--- src/rtl/core/oshof_pkg.sv ---
// ----------------------------------------------------------------------------
// oshof_pkg
// Shared types and constants of the object stream header offset finder.
// ----------------------------------------------------------------------------
package oshof_pkg;

  localparam int unsigned POS_W  = 24;
  localparam int unsigned PAIR_W = 16;
  localparam int unsigned DEC_W  = 32;
  localparam int unsigned CFG_IDX_W = 2;

  // Saturation limits of the byte position and pair counters
  localparam logic [POS_W-1:0]  POS_MAX  = 24'hFFFFFF;
  localparam logic [PAIR_W-1:0] PAIR_MAX = 16'hFFFF;

  // Configuration register indexes
  localparam logic [CFG_IDX_W-1:0] REG_OBJECT_TOTAL  = 2'd0;
  localparam logic [CFG_IDX_W-1:0] REG_HEADER_LENGTH = 2'd1;
  localparam logic [CFG_IDX_W-1:0] REG_STREAM_LENGTH = 2'd2;

  // Status codes
  localparam logic [1:0] ST_OK        = 2'd0;
  localparam logic [1:0] ST_BAD_INDEX = 2'd1;
  localparam logic [1:0] ST_BAD_RANGE = 2'd2;

  typedef struct packed {
    logic [PAIR_W-1:0] object_total;
    logic [POS_W-1:0]  header_length;
    logic [POS_W-1:0]  stream_length;
  } cfg_t;

  // One finished pass: offsets are raw header values, header length not added
  typedef struct packed {
    logic [PAIR_W-1:0] wanted_index;
    logic [DEC_W-1:0]  start_raw;
    logic [DEC_W-1:0]  next_raw;
  } rec_t;

endpackage

--- src/rtl/core/oshof_front.sv ---
// ----------------------------------------------------------------------------
// oshof_front
// Per-byte header tokenizer: pairs tokens, accumulates decimal offsets and
// captures the wanted and following offsets; pushes a record on the last byte.
// ----------------------------------------------------------------------------
module oshof_front (
  input  logic                         clk,
  input  logic                         rst_n,
  input  logic                         accept,
  input  logic [7:0]                   data_byte,
  input  logic [oshof_pkg::PAIR_W-1:0] wanted_index,
  input  logic                         final_byte,
  input  oshof_pkg::cfg_t              cfg,
  output logic                         push,
  output oshof_pkg::rec_t              rec
);

  logic [oshof_pkg::POS_W-1:0]  byte_pos_r, byte_pos_nxt;
  logic                         in_tok_r, in_tok_nxt;
  logic                         is_ofs_r, is_ofs_nxt;
  logic                         stopped_r, stopped_nxt;
  logic [oshof_pkg::PAIR_W-1:0] pair_cnt_r, pair_cnt_nxt;
  logic [oshof_pkg::DEC_W-1:0]  dec_val_r, dec_val_nxt;
  logic [oshof_pkg::PAIR_W-1:0] index_r, index_nxt;
  logic [oshof_pkg::DEC_W-1:0]  start_r, start_nxt;
  logic [oshof_pkg::DEC_W-1:0]  next_r, next_nxt;

  logic                         first;
  logic                         in_tok_c, is_ofs_c, stopped_c;
  logic [oshof_pkg::PAIR_W-1:0] pair_cnt_c, index_c;
  logic [oshof_pkg::DEC_W-1:0]  dec_val_c, start_c, next_c;
  logic                         is_space, is_digit;
  logic [35:0]                  mul10;

  always_comb begin
    first      = (byte_pos_r == '0);
    in_tok_c   = first ? 1'b0 : in_tok_r;
    is_ofs_c   = first ? 1'b0 : is_ofs_r;
    stopped_c  = first ? 1'b0 : stopped_r;
    pair_cnt_c = first ? '0 : pair_cnt_r;
    dec_val_c  = first ? '0 : dec_val_r;
    index_c    = first ? wanted_index : index_r;
    start_c    = first ? '0 : start_r;
    next_c     = first ? '0 : next_r;

    is_space = data_byte inside {8'h00, 8'h09, 8'h0A, 8'h0C, 8'h0D, 8'h20};
    is_digit = data_byte inside {[8'h30:8'h39]};

    in_tok_nxt   = in_tok_c;
    is_ofs_nxt   = is_ofs_c;
    stopped_nxt  = stopped_c;
    pair_cnt_nxt = pair_cnt_c;
    dec_val_nxt  = dec_val_c;
    index_nxt    = index_c;
    start_nxt    = start_c;
    next_nxt     = next_c;
    mul10        = '0;

    if (byte_pos_r < cfg.header_length) begin
      if (is_space) begin
        if (in_tok_c) begin
          if (is_ofs_c && pair_cnt_c < oshof_pkg::PAIR_MAX) begin
            pair_cnt_nxt = pair_cnt_c + 16'd1;
          end
          is_ofs_nxt = ~is_ofs_c;
          in_tok_nxt = 1'b0;
        end
      end else begin
        if (!in_tok_c) begin
          in_tok_nxt  = 1'b1;
          stopped_nxt = 1'b0;
          dec_val_nxt = '0;
        end
        if (is_ofs_c) begin
          if (!stopped_nxt) begin
            if (is_digit) begin
              mul10 = ({4'b0, dec_val_nxt} << 3) + ({4'b0, dec_val_nxt} << 1)
                    + {32'b0, data_byte[3:0]};
              if (|mul10[35:32]) begin
                dec_val_nxt = '0;
                stopped_nxt = 1'b1;
              end else begin
                dec_val_nxt = mul10[31:0];
              end
            end else begin
              stopped_nxt = 1'b1;
            end
          end
          if (pair_cnt_c < cfg.object_total) begin
            if (pair_cnt_c == index_c) begin
              start_nxt = dec_val_nxt;
            end
            if ({1'b0, pair_cnt_c} == {1'b0, index_c} + 17'd1) begin
              next_nxt = dec_val_nxt;
            end
          end
        end
      end
    end

    if (final_byte) begin
      byte_pos_nxt = '0;
    end else if (byte_pos_r < oshof_pkg::POS_MAX) begin
      byte_pos_nxt = byte_pos_r + 24'd1;
    end else begin
      byte_pos_nxt = byte_pos_r;
    end
  end

  always_ff @(posedge clk) begin
    if (!rst_n) begin
      byte_pos_r <= '0;
      in_tok_r   <= 1'b0;
      is_ofs_r   <= 1'b0;
      stopped_r  <= 1'b0;
      pair_cnt_r <= '0;
      dec_val_r  <= '0;
      index_r    <= '0;
      start_r    <= '0;
      next_r     <= '0;
    end else if (accept) begin
      byte_pos_r <= byte_pos_nxt;
      in_tok_r   <= in_tok_nxt;
      is_ofs_r   <= is_ofs_nxt;
      stopped_r  <= stopped_nxt;
      pair_cnt_r <= pair_cnt_nxt;
      dec_val_r  <= dec_val_nxt;
      index_r    <= index_nxt;
      start_r    <= start_nxt;
      next_r     <= next_nxt;
    end
  end

  assign push             = accept & final_byte;
  assign rec.wanted_index = index_nxt;
  assign rec.start_raw    = start_nxt;
  assign rec.next_raw     = next_nxt;

endmodule

--- src/rtl/core/oshof_queue.sv ---
// ----------------------------------------------------------------------------
// oshof_queue
// Two-entry queue of finished pass records between front and back.
// ----------------------------------------------------------------------------
module oshof_queue (
  input  logic            clk,
  input  logic            rst_n,
  input  logic            push,
  input  oshof_pkg::rec_t push_rec,
  input  logic            pop,
  output logic            full,
  output logic            not_empty,
  output oshof_pkg::rec_t head
);

  oshof_pkg::rec_t mem_r [2];
  logic            wr_ptr_r, wr_ptr_nxt;
  logic            rd_ptr_r, rd_ptr_nxt;
  logic [1:0]      count_r, count_nxt;
  logic            do_push, do_pop;

  always_comb begin
    do_push    = push & ~full;
    do_pop     = pop & not_empty;
    wr_ptr_nxt = do_push ? ~wr_ptr_r : wr_ptr_r;
    rd_ptr_nxt = do_pop ? ~rd_ptr_r : rd_ptr_r;
    count_nxt  = count_r + {1'b0, do_push} - {1'b0, do_pop};
  end

  always_ff @(posedge clk) begin
    if (!rst_n) begin
      wr_ptr_r <= 1'b0;
      rd_ptr_r <= 1'b0;
      count_r  <= '0;
    end else begin
      wr_ptr_r <= wr_ptr_nxt;
      rd_ptr_r <= rd_ptr_nxt;
      count_r  <= count_nxt;
    end
  end

  always_ff @(posedge clk) begin
    if (do_push) begin
      mem_r[wr_ptr_r] <= push_rec;
    end
  end

  assign full      = (count_r == 2'd2);
  assign not_empty = (count_r != 2'd0);
  assign head      = mem_r[rd_ptr_r];

endmodule

--- src/rtl/core/oshof_back.sv ---
// ----------------------------------------------------------------------------
// oshof_back
// Two-stage result pipeline: absolute positions, then range check, length
// and status into the output register.
// ----------------------------------------------------------------------------
module oshof_back (
  input  logic                        clk,
  input  logic                        rst_n,
  input  logic                        rec_valid,
  input  oshof_pkg::rec_t             rec,
  input  oshof_pkg::cfg_t             cfg,
  output logic                        pop,
  output logic                        out_valid,
  input  logic                        out_ready,
  output logic [1:0]                  status,
  output logic [oshof_pkg::POS_W-1:0] object_start,
  output logic [oshof_pkg::POS_W-1:0] object_length
);

  logic        a_valid_r, a_valid_nxt;
  logic [32:0] a_start_r, a_start_nxt;
  logic [32:0] a_end_r, a_end_nxt;
  logic        a_bad_r, a_bad_nxt;

  logic        o_valid_r, o_valid_nxt;
  logic [1:0]  o_status_r, o_status_nxt;
  logic [23:0] o_start_r, o_start_nxt;
  logic [23:0] o_len_r, o_len_nxt;

  logic        o_load, a_load;
  logic [32:0] sl33, diff;

  always_comb begin
    o_load = ~o_valid_r | out_ready;
    a_load = ~a_valid_r | o_load;
    pop    = a_load & rec_valid;

    a_valid_nxt = a_load ? rec_valid : a_valid_r;
    a_start_nxt = {9'b0, cfg.header_length} + {1'b0, rec.start_raw};
    if ({1'b0, rec.wanted_index} + 17'd1 < {1'b0, cfg.object_total}) begin
      a_end_nxt = {9'b0, cfg.header_length} + {1'b0, rec.next_raw};
    end else begin
      a_end_nxt = {9'b0, cfg.stream_length};
    end
    a_bad_nxt = (rec.wanted_index >= cfg.object_total);

    sl33 = {9'b0, cfg.stream_length};
    diff = a_end_r - a_start_r;
    o_valid_nxt = o_load ? a_valid_r : o_valid_r;
    if (a_bad_r) begin
      o_status_nxt = oshof_pkg::ST_BAD_INDEX;
      o_start_nxt  = '0;
      o_len_nxt    = '0;
    end else if (a_start_r >= sl33 || a_end_r > sl33) begin
      o_status_nxt = oshof_pkg::ST_BAD_RANGE;
      o_start_nxt  = '0;
      o_len_nxt    = '0;
    end else begin
      o_status_nxt = oshof_pkg::ST_OK;
      o_start_nxt  = a_start_r[23:0];
      o_len_nxt    = (a_end_r > a_start_r) ? diff[23:0] : 24'd0;
    end
  end

  always_ff @(posedge clk) begin
    if (!rst_n) begin
      a_valid_r <= 1'b0;
      o_valid_r <= 1'b0;
    end else begin
      a_valid_r <= a_valid_nxt;
      o_valid_r <= o_valid_nxt;
    end
  end

  always_ff @(posedge clk) begin
    if (a_load) begin
      a_start_r <= a_start_nxt;
      a_end_r   <= a_end_nxt;
      a_bad_r   <= a_bad_nxt;
    end
    if (o_load) begin
      o_status_r <= o_status_nxt;
      o_start_r  <= o_start_nxt;
      o_len_r    <= o_len_nxt;
    end
  end

  assign out_valid     = o_valid_r;
  assign status        = o_status_r;
  assign object_start  = o_start_r;
  assign object_length = o_len_r;

endmodule

--- src/rtl/core/object_stream_header_offset_finder.sv ---
// ----------------------------------------------------------------------------
// object_stream_header_offset_finder
// Finds the start and length of one object from an object stream header.
//
// in_*  : one stream byte per transaction; in_tlast marks the last byte of a
//         pass. wanted_index is sampled on the first byte of each pass.
// out_* : one result per pass (status, object start, object length).
// cfg_* : register writes (object total, header length, stream length),
//         always ready; write only while the block is idle.
// Throughput: one byte per cycle while in_tready is high, passes may follow back to back.
// A result passes through the queue, the position stage and the output
// register after the last byte of its pass is taken.
// A two-entry queue decouples the byte front end from the result pipeline;
// a stalled out_tready drops in_tready only once the queue holds two
// results. Reset clears counters, state, valid flags and configuration, not
// stored records or result data; the first byte after reset starts a pass.
// ----------------------------------------------------------------------------
module object_stream_header_offset_finder (
  input  logic        clk,
  input  logic        rst_n,
  input  logic        in_tvalid,
  output logic        in_tready,
  input  logic [23:0] in_tdata,   // [7:0] data_byte, [23:8] wanted_index
  input  logic        in_tlast,   // final_byte
  output logic        out_tvalid,
  input  logic        out_tready,
  output logic [55:0] out_tdata,  // [1:0] status, [25:2] object_start,
                                  // [49:26] object_length, [55:50] zero
  input  logic        cfg_valid,
  output logic        cfg_ready,
  input  logic [1:0]  cfg_index,
  input  logic [23:0] cfg_data
);

  oshof_pkg::cfg_t cfg_r, cfg_nxt;
  oshof_pkg::rec_t push_rec, head_rec;
  logic            accept, push, pop, q_full, q_valid;
  logic [1:0]      status;
  logic [23:0]     object_start, object_length;

  always_comb begin
    cfg_nxt = cfg_r;
    if (cfg_valid) begin
      case (cfg_index)
        oshof_pkg::REG_OBJECT_TOTAL:  cfg_nxt.object_total  = cfg_data[15:0];
        oshof_pkg::REG_HEADER_LENGTH: cfg_nxt.header_length = cfg_data;
        oshof_pkg::REG_STREAM_LENGTH: cfg_nxt.stream_length = cfg_data;
        default:                      cfg_nxt = cfg_r;
      endcase
    end
  end

  always_ff @(posedge clk) begin
    if (!rst_n) begin
      cfg_r <= '0;
    end else begin
      cfg_r <= cfg_nxt;
    end
  end

  assign cfg_ready = 1'b1;
  assign in_tready = ~q_full;
  assign accept    = in_tvalid & in_tready;

  oshof_front u_front (
    .clk          (clk),
    .rst_n        (rst_n),
    .accept       (accept),
    .data_byte    (in_tdata[7:0]),
    .wanted_index (in_tdata[23:8]),
    .final_byte   (in_tlast),
    .cfg          (cfg_r),
    .push         (push),
    .rec          (push_rec)
  );

  oshof_queue u_queue (
    .clk       (clk),
    .rst_n     (rst_n),
    .push      (push),
    .push_rec  (push_rec),
    .pop       (pop),
    .full      (q_full),
    .not_empty (q_valid),
    .head      (head_rec)
  );

  oshof_back u_back (
    .clk           (clk),
    .rst_n         (rst_n),
    .rec_valid     (q_valid),
    .rec           (head_rec),
    .cfg           (cfg_r),
    .pop           (pop),
    .out_valid     (out_tvalid),
    .out_ready     (out_tready),
    .status        (status),
    .object_start  (object_start),
    .object_length (object_length)
  );

  assign out_tdata = {6'b0, object_length, object_start, status};

endmodule

--- config.mk ---
export PLATFORM = sky130hd
export DESIGN_NAME = object_stream_header_offset_finder
export DESIGN_NICKNAME = d
export VERILOG_FILES = /design/src/rtl/core/oshof_pkg.sv /design/src/rtl/core/oshof_front.sv /design/src/rtl/core/oshof_queue.sv /design/src/rtl/core/oshof_back.sv /design/src/rtl/core/object_stream_header_offset_finder.sv
export SDC_FILE = /design/constraint.sdc
export NUM_CORES = 1
export LEC_CHECK = 0
export ABC_CLOCK_PERIOD_IN_PS = 6100
export BUFFER_PORTS_ARGS = -buffer_cell sky130_fd_sc_hd__buf_2
export CAP_MARGIN = 25
export CORE_MARGIN = 10
export CORE_UTILIZATION = 30
export CTS_CLUSTER_SIZE = 16
export DETAILED_ROUTE_END_ITERATION = 8
export PLACE_DENSITY_LB_ADDON = 0.2
export SETUP_SLACK_MARGIN = 0.2
export SLEW_MARGIN = 20
export SYNTH_ARGS = -nofsm -noshare
export SYNTH_HDL_FRONTEND = slang
export SYNTH_SLANG_ARGS = --single-unit
--- constraint.sdc ---
create_clock -name clk -period 6.1 [get_ports clk]
set_input_delay 0 -clock clk [delete_from_list [all_inputs] [get_ports clk]]
set_output_delay 0 -clock clk [all_outputs]
set_load 0.03 [all_outputs]
==> run summary, run 1 <==
Status -> completed
Number of nets at the end of the flow -> 3734
GR Util All Layers -> 0.161
Floorplan row count -> 117
Area of the mapped netlist -> 30700 µm²
First-pass iteration count of the detailed router -> 5
Avg Vias per Cell -> 5.09
Portion of the post-synthesis area used by sequential elements -> 0.418
Insertion delay to the later sink of the worst-skew pair -> 0.63 ns
Total routed wirelength -> 96.6 mm
Antenna Violating Nets Remaining -> 0
Area Growth Syn to Fin -> 14.6%
Vias in the first global route -> 23697
Critical-path maximum fanout -> 37
Flip-flop and latch count after synthesis -> 503
Layout fillers -> 10512
Number of buffers inserted by port buffering -> 107
Wire length of the first global-routing pass -> 147 mm
Antenna violations before repair -> 2
Post-synth top area cell -> edfxtp_1
Syn avg cell area -> 9.41 µm²
Longest Clk Path Bufs -> 3
Critical Setup Path Class -> reg2reg
Hold slack final -> 0.122 ns
Number of violations of the max-capacitance limit -> 0
Accumulated negative setup slack -> 0 ns
Largest net degree at the start of global routing -> 78
Number of I/O pins -> 115
Post-synthesis cell type count -> 94
Static leakage -> 0.0142 µW
Data required time at the worst endpoint -> 6.41 ns
Placed Instance Area -> 32900 µm²
Total number of H-tree levels -> 2
Achievable frequency -> 179 MHz
Number of setup buffers added after CTS -> 0
Portion of the clock cycle consumed by the worst path in the final layout -> 0.918
Number of max-slew violations in the final report -> 0
Startpoint Class -> register
Arr. time, crit path -> 5.91 ns
Die extent in x -> 340 µm
Initial detailed-routing violation count -> 1709
Cell mode on critical path -> ha_1
Critical Path Max Stage Delay -> 0.61 ns
Final cell area excluding filler cells -> 35200 µm²
Critical Path, Cell by Cell -> inv_1, ha_1, nor4b_2, and4_2, a21oi_2, buf_12, and2_1, ha_1, ha_1, and4_1, nor4bb_1, a211oi_1, o21a_1, nor3_1, o311a_1, o2111a_1, buf_12, a22oi_1, mux2i_1
Global route overflow -> 0
Worst IR Drop VDD -> 0.000214 V
CTS tree -> done
TritonCTS Buffers -> 54
Area share of the leading cell type in the synthesized netlist -> 0.271
Ys Warns -> 0
Path class of the lowest-slack min-delay path -> in2reg
Clock tree root buffer cell -> clkbuf_16
# clock sinks -> 503
Final setup violating endpoints -> 0
Synth top area cells -> edfxtp_1 27%, dfxtp_1 15%, ha_1 11%, nand2_1 5.2%, a21oi_1 3.8%
Max Clock Skew -> 0.0261 ns
Worst Tran Pin Value -> 1.08 ns
Share of layout cells above drive strength 1 -> 0.111
Post-Synthesis Cells -> 3264
PwrDens -> 301 nW/µm²
Die footprint -> 116000 µm²
Share of async-settable or async-resettable flops after synthesis -> 0
Number of remaining DRC errors -> 0
Routed vias -> 24517
Placer's final routability congestion estimate -> 0.867
Die boundary height -> 340 µm
Slowest cell on the critical path -> a22oi_1
Area of the placeable core -> 102000 µm²
Diode insertion count for antenna repair -> 0
Number of flops mapped to enable cells by yosys -> 277
Dominant synthesized flop cell -> edfxtp_1
Initial core utilization -> 0.302
CTS clock-pin slew for the worst setup and hold paths -> 0.07 ns
Final hold vios -> 0
Slew headroom -> 0.276
Setup repair after global routing missed its margin -> no
Detailed-placement wirelength estimate -> 73.3 mm
Post-DR wirelength/cell -> 20.1 µm
Setup crit end kind -> register
Minimum clock period -> 5.60 ns
## final cells by class
class                      instances  area, µm²  share of cell area
sequential                       503      12800               0.365
clock inverter                    29        246             0.00700
timing repair buffer             215       1520              0.0432
multi-input combinational       2471      16800               0.476
inverter                         160        603              0.0171
tap                             1368       1710              0.0486
clock buffer                      71       1520              0.0431
## path summary, 6_finish.rpt
kind                                             from                   end  slack [ns]  cells past startpoint
worst max register to register  u_front.byte_pos_r[0]  u_queue.mem_r[0][23]        0.50                     19
worst min register to register     u_front.next_r[20]    u_front.next_r[20]        0.45                      2
worst max-delay path            u_front.byte_pos_r[0]  u_queue.mem_r[0][23]        0.50                     19
worst min-delay path                        in_tvalid      u_front.in_tok_r        0.12                      5
## registers in the layout (all words and copies together), names as in the netlist, 32 cells and up, named ones only
signal and count:
u_queue.mem_r 160, cfg_r 64, u_back.a_end_r 33, u_back.a_start_r 33, u_front.dec_val_r 32, u_front.next_r 32
u_front.start_r 32
## per-stage QoR
stage	utilization	setup slack (ns)	cells	total power [µW]
floorplan	-	0.770	3269	6350
global placement	0.323	0.455	4664	7330
detailed placement	0.323	0.419	4665	7330
CTS	0.345	0.387	4815	10700
global route	0.346	0.222	4817	11200
finish	0.346	0.500	4817	10600
## per-layer routing
layer | track usage | share of wire
met2 | 0.258 | 0.45
met3 | 0.0200 | 0.041
met5 | 0 | 0.000072
met1 | 0.225 | 0.48
met4 | 0.0475 | 0.029
## Yosys cell counts (20+ instances only)
cell	count
and3_1	33
mux2i_1	25
inv_1	159
and2_1	87
a211oi_1	21
ha_1	269
a2bb2oi_1	31
a21oi_1	231
nor2_1	199
mux2_2	59
nand2_1	422
clkbuf_1	99
o21ai_0	167
nand3_1	103
o21a_1	34
nor2b_1	29
dfxtp_1	226
edfxtp_1	277
o21ai_1	40
a21o_1	100
xor2_1	81
nand4_1	53
nand2b_1	20
xnor2_1	92
nor3_1	51
## power by group
group | switching, µW | leakage [µW] | total, µW | internal, µW
sequential | 274 | 0.00484 | 4180 | 3910
clock | 1420 | 0.000872 | 3330 | 1910
combinational | 1880 | 0.00847 | 3100 | 1220
total | 3570 | 0.0142 | 10600 | 7040
## timing repair
item	CTS	global route
gates resized for setup	0	7
endpoints found under the setup margin	0	58
hold buffers	50	0
endpoints found under the hold margin	119	0
## logic make-up (layout without fill, tap and decap cells)
family / Yosys count / after routing / synth area share
simple gates: 1112 / 1112 / 0.175
compound gates: 822 / 822 / 0.177
flops: 503 / 503 / 0.418
buf+inv: 295 / 475 / 0.0391
fa+ha+maj: 273 / 273 / 0.112
xor+xnor: 173 / 173 / 0.0493
mux: 84 / 84 / 0.0298
other cells: 2 / 7 / 0.000245
## worst max-delay path: cells and delay by family (launching register included)
family          cells  cell delay [ns]
compound gates      6             2.03
simple gates        6             1.42
fa+ha+maj           3             0.83
buf+inv             3             0.44
flops               1             0.34
mux                 1             0.20
## layout by cell type (no fill, tap or decap), drive strengths merged, types with 13 or more instances in the layout
cell type,netlist,layout
dlygate4sd3,0,50
dfxtp,226,226
nand2,423,423
a22oi,28,28
mux2,59,59
clkinv,1,22
inv,159,162
clkbuf,100,71
xnor2,92,92
buf,35,165
mux2i,25,25
a21o,100,100
a22o,16,16
ha,269,269
nor4,22,22
nor2b,29,29
nand3,104,104
a31oi,20,20
and3,33,33
nand4,53,53
or3,19,19
edfxtp,277,277
nor3,52,52
o21a,34,34
and2,87,87
nand3b,13,13
a21oi,234,234
a2bb2oi,38,38
and4,16,16
nand2b,20,20
nor2,199,199
xor2,81,81
o21ai,207,207
or2,16,16
a211oi,21,21
(Power assumes the default switching activity.)
==> inputs of run 2 (changes only) <==
- GPL_TIMING_DRIVEN: default -> 0
- MAX_ROUTING_LAYER: default -> met4
==> run 2 against run 1 <==
  * Cell count rose by 2.4%
  * Largest cell class unchanged
  * Combinational power rose by 4%
  * Critical path depth increased by 4
  * Sequential share of layout area down 1.0 points
  * Power grew 2.3%
  * Design area up 2.9%
  * Setup slack worse by 0.077 ns
  * First-iteration DRC count is 8.1% lower
  * Critical endpoint is now u_queue.mem_r[1][56]
  * Sequential power shrank 1%
  * Largest power group unchanged
  * Highest routed layer is now met4
==> run summary, run 2 (synthesis gave the netlist of run 1 again) <==
Die extent in x -> 340 µm
Static leakage -> 0.0145 µW
Number of max-slew violations in the final report -> 0
Flip-flop and latch area -> 12800 µm²
Post-layout worst setup margin -> 0.424 ns
Die boundary height -> 340 µm
GR Util All Layers -> 0.174
Die footprint -> 116000 µm²
First-pass iteration count of the detailed router -> 6
Setup repair after global routing missed its margin -> yes
Critical Path Max Stage Delay -> 0.40 ns
Net Switching -> 3690 µW
Area Growth Syn to Fin -> 18.0%
Number of buffers inserted by port buffering -> 101
Register with the highest flop count -> u_queue.mem_r
Portion of the clock cycle consumed by the worst path in the final layout -> 0.931
Total internal power -> 7170 µW
Sequential share of power -> 0.380
Area of the placeable core -> 102000 µm²
Number of nets at the end of the flow -> 3845
PwrDens -> 300 nW/µm²
Critical Path, Cell by Cell -> inv_1, ha_1, nor4b_4, and4_4, buf_6, a21oi_4, clkbuf_4, and2_1, ha_1, ha_1, and4_1, nor4bb_4, a211oi_2, o21a_1, nor3_4, o311a_4, o2111a_1, buf_4, buf_6, a22o_1, a22oi_1, a21oi_2, buf_4
Max Clock Skew -> 0.0216 ns
Antenna violations before repair -> 2
Wire length of the first global-routing pass -> 153 mm
Insertion delay to the later sink of the worst-skew pair -> 0.65 ns
Total number of H-tree levels -> 2
Detailed-placement wirelength estimate -> 79.8 mm
CTS tree -> done
Critical Setup Path Class -> reg2reg
Achievable frequency -> 176 MHz
Routed vias -> 25134
Startpoint Class -> register
Vias in the first global route -> 24402
Cell mode on critical path -> ha_1
Initial core utilization -> 0.302
Placer's final routability congestion estimate -> 0.879
Final hold vios -> 0
Initial detailed-routing violation count -> 1571
Switching share of power -> 0.340
Total routed wirelength -> 101 mm
Number of flip-flops under the largest register name -> 160
TritonCTS Buffers -> 58
Number of remaining DRC errors -> 0
Layout fillers -> 10429
Slew headroom -> 0.311
Largest registers ranked by flip-flop count -> u_queue.mem_r (160), cfg_r (64)
Clock tree root buffer cell -> clkbuf_16
Final cell area excluding filler cells -> 36200 µm²
Slowest cell on the critical path -> dfxtp_1
Launch point of the critical path -> u_front.byte_pos_r[0]
Global route overflow -> 0
# clock sinks -> 503
Clock network fraction of design power -> 0.323
Avg Vias per Cell -> 5.09
Number of I/O pins -> 115
Data required time at the worst endpoint -> 6.50 ns
Number of violations of the max-capacitance limit -> 0
Worst IR Drop VDD -> 0.000232 V
Longest Clk Path Bufs -> 3
Floorplan row count -> 117
Placed Instance Area -> 33100 µm²
Overall power after layout -> 10900 µW
Final setup violating endpoints -> 0
Final Non-Filler Cells -> 4935
Antenna Violating Nets Remaining -> 0
Critical-path maximum fanout -> 10
Minimum clock period -> 5.68 ns
Most frequent cells in the layout -> 418 x nand2_1, 277 x edfxtp_1, 268 x ha_1
Status -> completed
Worst Tran Pin Value -> 1.03 ns
Combinational cell fraction of total power -> 0.297
Path class of the lowest-slack min-delay path -> in2reg
Share of layout cells above drive strength 1 -> 0.125
Area occupied by multi-input gates -> 17000 µm²
Largest net degree at the start of global routing -> 54
Arr. time, crit path -> 6.07 ns
Number of instances in the placed design -> 4744
Hold_sp -> in_tdata[6]
Most frequent standard cell in the layout excluding fill and tap cells -> nand2_1
Worst reg2reg path startpoint -> u_front.byte_pos_r[0]
Worst setup slack before clock tree synthesis -> -1.31 ns
Setup crit end kind -> register
Post-DR wirelength/cell -> 20.5 µm
CTS clock-pin slew for the worst setup and hold paths -> 0.07 ns
==> run 2: final timing paths <==
kind | to | slack, ns | depth (start not counted)
min reg2reg | u_front.next_r[23] | 0.45 | 2
min | u_front.is_ofs_r | 0.09 | 7
max reg2reg | u_queue.mem_r[1][56] | 0.42 | 23
max | u_queue.mem_r[1][56] | 0.42 | 23
==> run 2: stage by stage <==
step | util | setup TNS (ns) | hold WS [ns]
final | 0.356 | 0 | 0.0864
after global routing | 0.356 | 0 | 0.0981
after CTS | 0.353 | 0 | 0.0359
after detailed placement | 0.325 | -163.89 | 0.276
after global placement | 0.324 | -293.38 | 0.263
after floorplan | - | 0 | 0.136
==> run 2: cell type report <==
cell class              count  share of cell area
well taps                1368              0.0473
clock inverters            26             0.00722
multi-input cells        2471               0.470
flip-flops and latches    503               0.355
diodes                      1           0.0000691
repair buffers            187              0.0388
plain buffers             135              0.0190
clock buffers              84              0.0461
inverters                 160              0.0166
==> run 2: power by group through the flow <==
| stage | Combinational (µW) | Clock (µW) | Sequential [µW] |
|---|---|---|---|
| after floorplan | 2170 | 0 | 4180 |
| final | 3230 | 3500 | 4130 |
| after global routing | 3600 | 3700 | 4160 |
| after global placement | 3140 | 0 | 4220 |
| after detailed placement | 3160 | 0 | 4200 |
| after CTS | 3240 | 3580 | 4130 |
==> run 2: metal layers <==
layer | wire length (µm) | share of wire | GRT usage
met1 | 46700 | 0.46 | 0.227
met2 | 47100 | 0.47 | 0.282
met3 | 4660 | 0.046 | 0.0228
met4 | 2580 | 0.025 | 0.0451
met5 | 0 | 0 | -
==> run 2: timing repair <==
action / in CTS / in global routing
setup buffers: 8 / 19
setup endpoints to repair: 272 / 226
hold buffers: 53 / 0
endpoints found under the hold margin: 118 / 0
pin swaps: 6 / 17
gates resized for setup: 69 / 63
==> run 2: worst max-delay path, delay by kind of cell (launching register included) <==
| kind | cells | cell delay [ns] |
|---|---|---|
| compound gates | 8 | 1.99 |
| simple gates | 6 | 1.12 |
| buf+inv | 6 | 1.04 |
| fa+ha+maj | 3 | 0.84 |
| flops | 1 | 0.40 |
==> inputs of run 3 (changes only) <==
- ABC_AREA: default -> 1
==> run 3 against run 2 <==
  * Global-route usage is 0.67 points higher
  * Sequential power grew 9.9%
  * Via count is 13% higher
  * Die area grew 3.8%
  * Cell count increased by 17%
  * Clock skew up 0.011 ns
  * Largest cell class unchanged
  * Synthesized cell count increased by 25%
  * Non-clock buffer count increased by 6
  * Critical path depth is 10 higher
  * Critical endpoint is now u_front.start_r[27]
  * Register-to-register slack gained 0.14 ns
  * Maximum frequency is 2.6% higher
  * Clock power decreased by 5%
==> run summary, run 3 <==
Status -> completed
Largest registers ranked by flip-flop count -> u_queue.mem_r (160), cfg_r (64)
Initial core utilization -> 0.303
Most frequent cells in the layout -> 831 x nand2_1, 477 x inv_1, 391 x nor2_1
Clock tree root buffer cell -> clkbuf_16
Number of cells traversed by the worst register-to-register path -> 33
Post-synth top area cell -> edfxtp_1
Slew headroom -> 0.302
Number of instances on the worst hold path -> 6
Die footprint -> 120000 µm²
Setup crit end kind -> register
Placed Instance Area -> 34500 µm²
Post-layout worst setup margin -> 0.567 ns
Minimum clock period -> 5.53 ns
Total number of H-tree levels -> 2
Setup repair after global routing missed its margin -> no
Final setup violating endpoints -> 0
Diode insertion count for antenna repair -> 0
Hold slack final -> 0.0184 ns
Most common library cells after synthesis -> 836 x nand2_1, 477 x inv_1, 419 x nor2_1
Number of nets at the end of the flow -> 4650
Die boundary height -> 346 µm
Met1 track utilization from global routing -> 0.239
Share of async-settable or async-resettable flops after synthesis -> 0
Syn avg cell area -> 7.81 µm²
Area Growth Syn to Fin -> 16.1%
Floorplan row count -> 119
Number of flops mapped to enable cells by yosys -> 277
Static leakage -> 0.0162 µW
Final cell area excluding filler cells -> 37100 µm²
Longest Clk Path Bufs -> 3
Max Clock Skew -> 0.0324 ns
Antenna Violating Nets Remaining -> 0
Most instantiated library cell after synthesis -> nand2_1
Data required time at the worst endpoint -> 6.68 ns
Number of buffers inserted by port buffering -> 106
CTS tree -> done
Placer's final routability congestion estimate -> 0.930
Worst Tran Pin Value -> 1.04 ns
Area share of the leading cell type in the synthesized netlist -> 0.260
Initial detailed-routing violation count -> 2038
Area of the placeable core -> 106000 µm²
Setup slack on the worst flop-to-flop path -> 0.57 ns
Slowest cell on the critical path -> fa_1
First-pass iteration count of the detailed router -> 6
# clock sinks -> 503
Flip-flop and latch count after synthesis -> 503
Register with the highest flop count -> u_queue.mem_r
Worst reg2reg path startpoint -> u_front.byte_pos_r[0]
TritonCTS Buffers -> 57
Number of I/O pins -> 115
Post-Synthesis Cells -> 4089
Startpoint Class -> register
Dominant synthesized flop cell -> edfxtp_1
Hold_sp -> cfg_valid
Arr. time, crit path -> 6.11 ns
GR Util All Layers -> 0.180
Antenna violations before repair -> 2
PwrDens -> 355 nW/µm²
Critical Path Max Stage Delay -> 0.42 ns
Area of the mapped netlist -> 31900 µm²
Grt met3 use -> 0.0197
Avg Vias per Cell -> 4.92
Met2 Resource Use GR -> 0.291
Total routed wirelength -> 109 mm
Worst setup slack before clock tree synthesis -> -1.60 ns
Number of remaining DRC errors -> 0
Achievable frequency -> 181 MHz
Layout fillers -> 11134
Accumulated negative setup slack -> 0 ns
Critical R2R Capture -> u_front.start_r[27]
Core occupancy in the finished layout -> 0.351
Number of flip-flops under the largest register name -> 160
Post-synthesis cell type count -> 62
Detailed-placement wirelength estimate -> 87.6 mm
Worst-case hold path end point -> cfg_r[49]
Portion of the post-synthesis area used by sequential elements -> 0.402
Most utilized layer in the global route result -> met2
Final hold vios -> 0
Largest net degree at the start of global routing -> 49
Ys Warns -> 0
Routed vias -> 28345
Critical-path maximum fanout -> 10
Number of violations of the max-capacitance limit -> 0
Wire length of the first global-routing pass -> 165 mm
Insertion delay to the later sink of the worst-skew pair -> 0.65 ns
Cell mode on critical path -> nand2_1
Portion of the clock cycle consumed by the worst path in the final layout -> 0.907
Worst IR Drop VDD -> 0.000205 V
Most frequent standard cell in the layout excluding fill and tap cells -> nand2_1
Vias in the first global route -> 27167
Path class of the lowest-slack min-delay path -> in2reg
Number of max-slew violations in the final report -> 0
Die extent in x -> 346 µm
Global route overflow -> 0
Post-DR wirelength/cell -> 18.9 µm
CTS clock-pin slew for the worst setup and hold paths -> 0.06 ns
Share of layout cells above drive strength 1 -> 0.0934
Critical Setup Path Class -> reg2reg
Synth top area cells -> edfxtp_1 26%, dfxtp_1 14%, ha_1 11%, nand2_1 9.8%, a21oi_1 6.0%
## run 3: cell types whose count changed in the layout (fill, tap and decap cells not counted), moves of 30 or more
cell | before | now
a21o_1 | 100 | 6
and3_1 | 31 | 1
nand2_1 | 418 | 831
xnor2_1 | 92 | 42
inv_1 | 158 | 477
a21oi_1 | 222 | 378
o21ai_0 | 153 | 313
a2bb2oi_1 | 31 | 0
nand3_1 | 101 | 153
nor2_1 | 196 | 391
and2_1 | 86 | 2
nand4_1 | 53 | 112
## run 3: what timing repair did
action,CTS,global route
buffers inserted,6,2
resized for setup,59,75
hold buffers,44,0
endpoints found under the setup margin,270,237
endpoints found under the hold margin,132,0
pin swaps,3,3
cloned,0,0
## run 3: where the power goes
group / total (µW) / internal (µW) / leakage, µW / switching, µW
registers: 4540 / 4230 / 0.00469 / 312
clock network: 3310 / 1820 / 0.000851 / 1490
logic: 5310 / 1840 / 0.0106 / 3470
## run 3: worst max-delay path by stage
| stage | slack, ns | start | end |
|---|---|---|---|
| finish | 0.57 | u_front.byte_pos_r[0] | u_front.start_r[27] |
| global route | 0.18 | u_front.byte_pos_r[0] | u_front.next_r[26] |
| CTS | 0.18 | u_front.byte_pos_r[1] | u_front.start_r[27] |
| detailed placement | -1.60 | u_front.byte_pos_r[1] | u_front.start_r[23] |
| global placement | -1.64 | u_front.byte_pos_r[1] | u_queue.mem_r[0][25] |
| floorplan | 0.78 | register | u_back.a_start_r[28] |
## run 3: critical path, delay by kind of cell (launching register included)
kind,cells,cell delay [ns]
compound gates,4,0.87
fa+ha+maj,4,1.17
buf+inv,10,1.44
flops,1,0.32
simple gates,15,1.63
## run 3: routing by layer
layer  share of wire  up-vias
met2            0.46      730
li1                -    14288
met1            0.47    13182
met5               0        -
met4           0.025        0
met3           0.047      145
## run 3: cell families after synthesis
family                     share of synthesized area
and+or+nand+nor                                0.219
AOI/OAI and AO/OA                              0.142
buffers and inverters                         0.0784
DFF                                            0.402
adders and majority gates                      0.108
xor gates and xnor gates                      0.0299
muxes                                         0.0201
other                                       0.000235
## run 3: layout make-up
type	count	area [µm²]	share of cell area
well taps	1391	1740	0.0469
inverters	483	1810	0.0489
plain buffers	159	754	0.0203
clock inverters	32	219	0.00590
flip-flops and latches	503	12800	0.346
clock buffers	75	1540	0.0414
repair buffers	169	1240	0.0335
multi-input cells	2948	16900	0.457
## run 3: stage by stage
stage | cells | total power, µW
3_3_place_gp | 5591 | 9800
6_report | 5760 | 13200
5_1_grt | 5760 | 14100
4_1_cts | 5758 | 13200
3_5_place_dp | 5602 | 9840
2_1_floorplan | 4094 | 8170
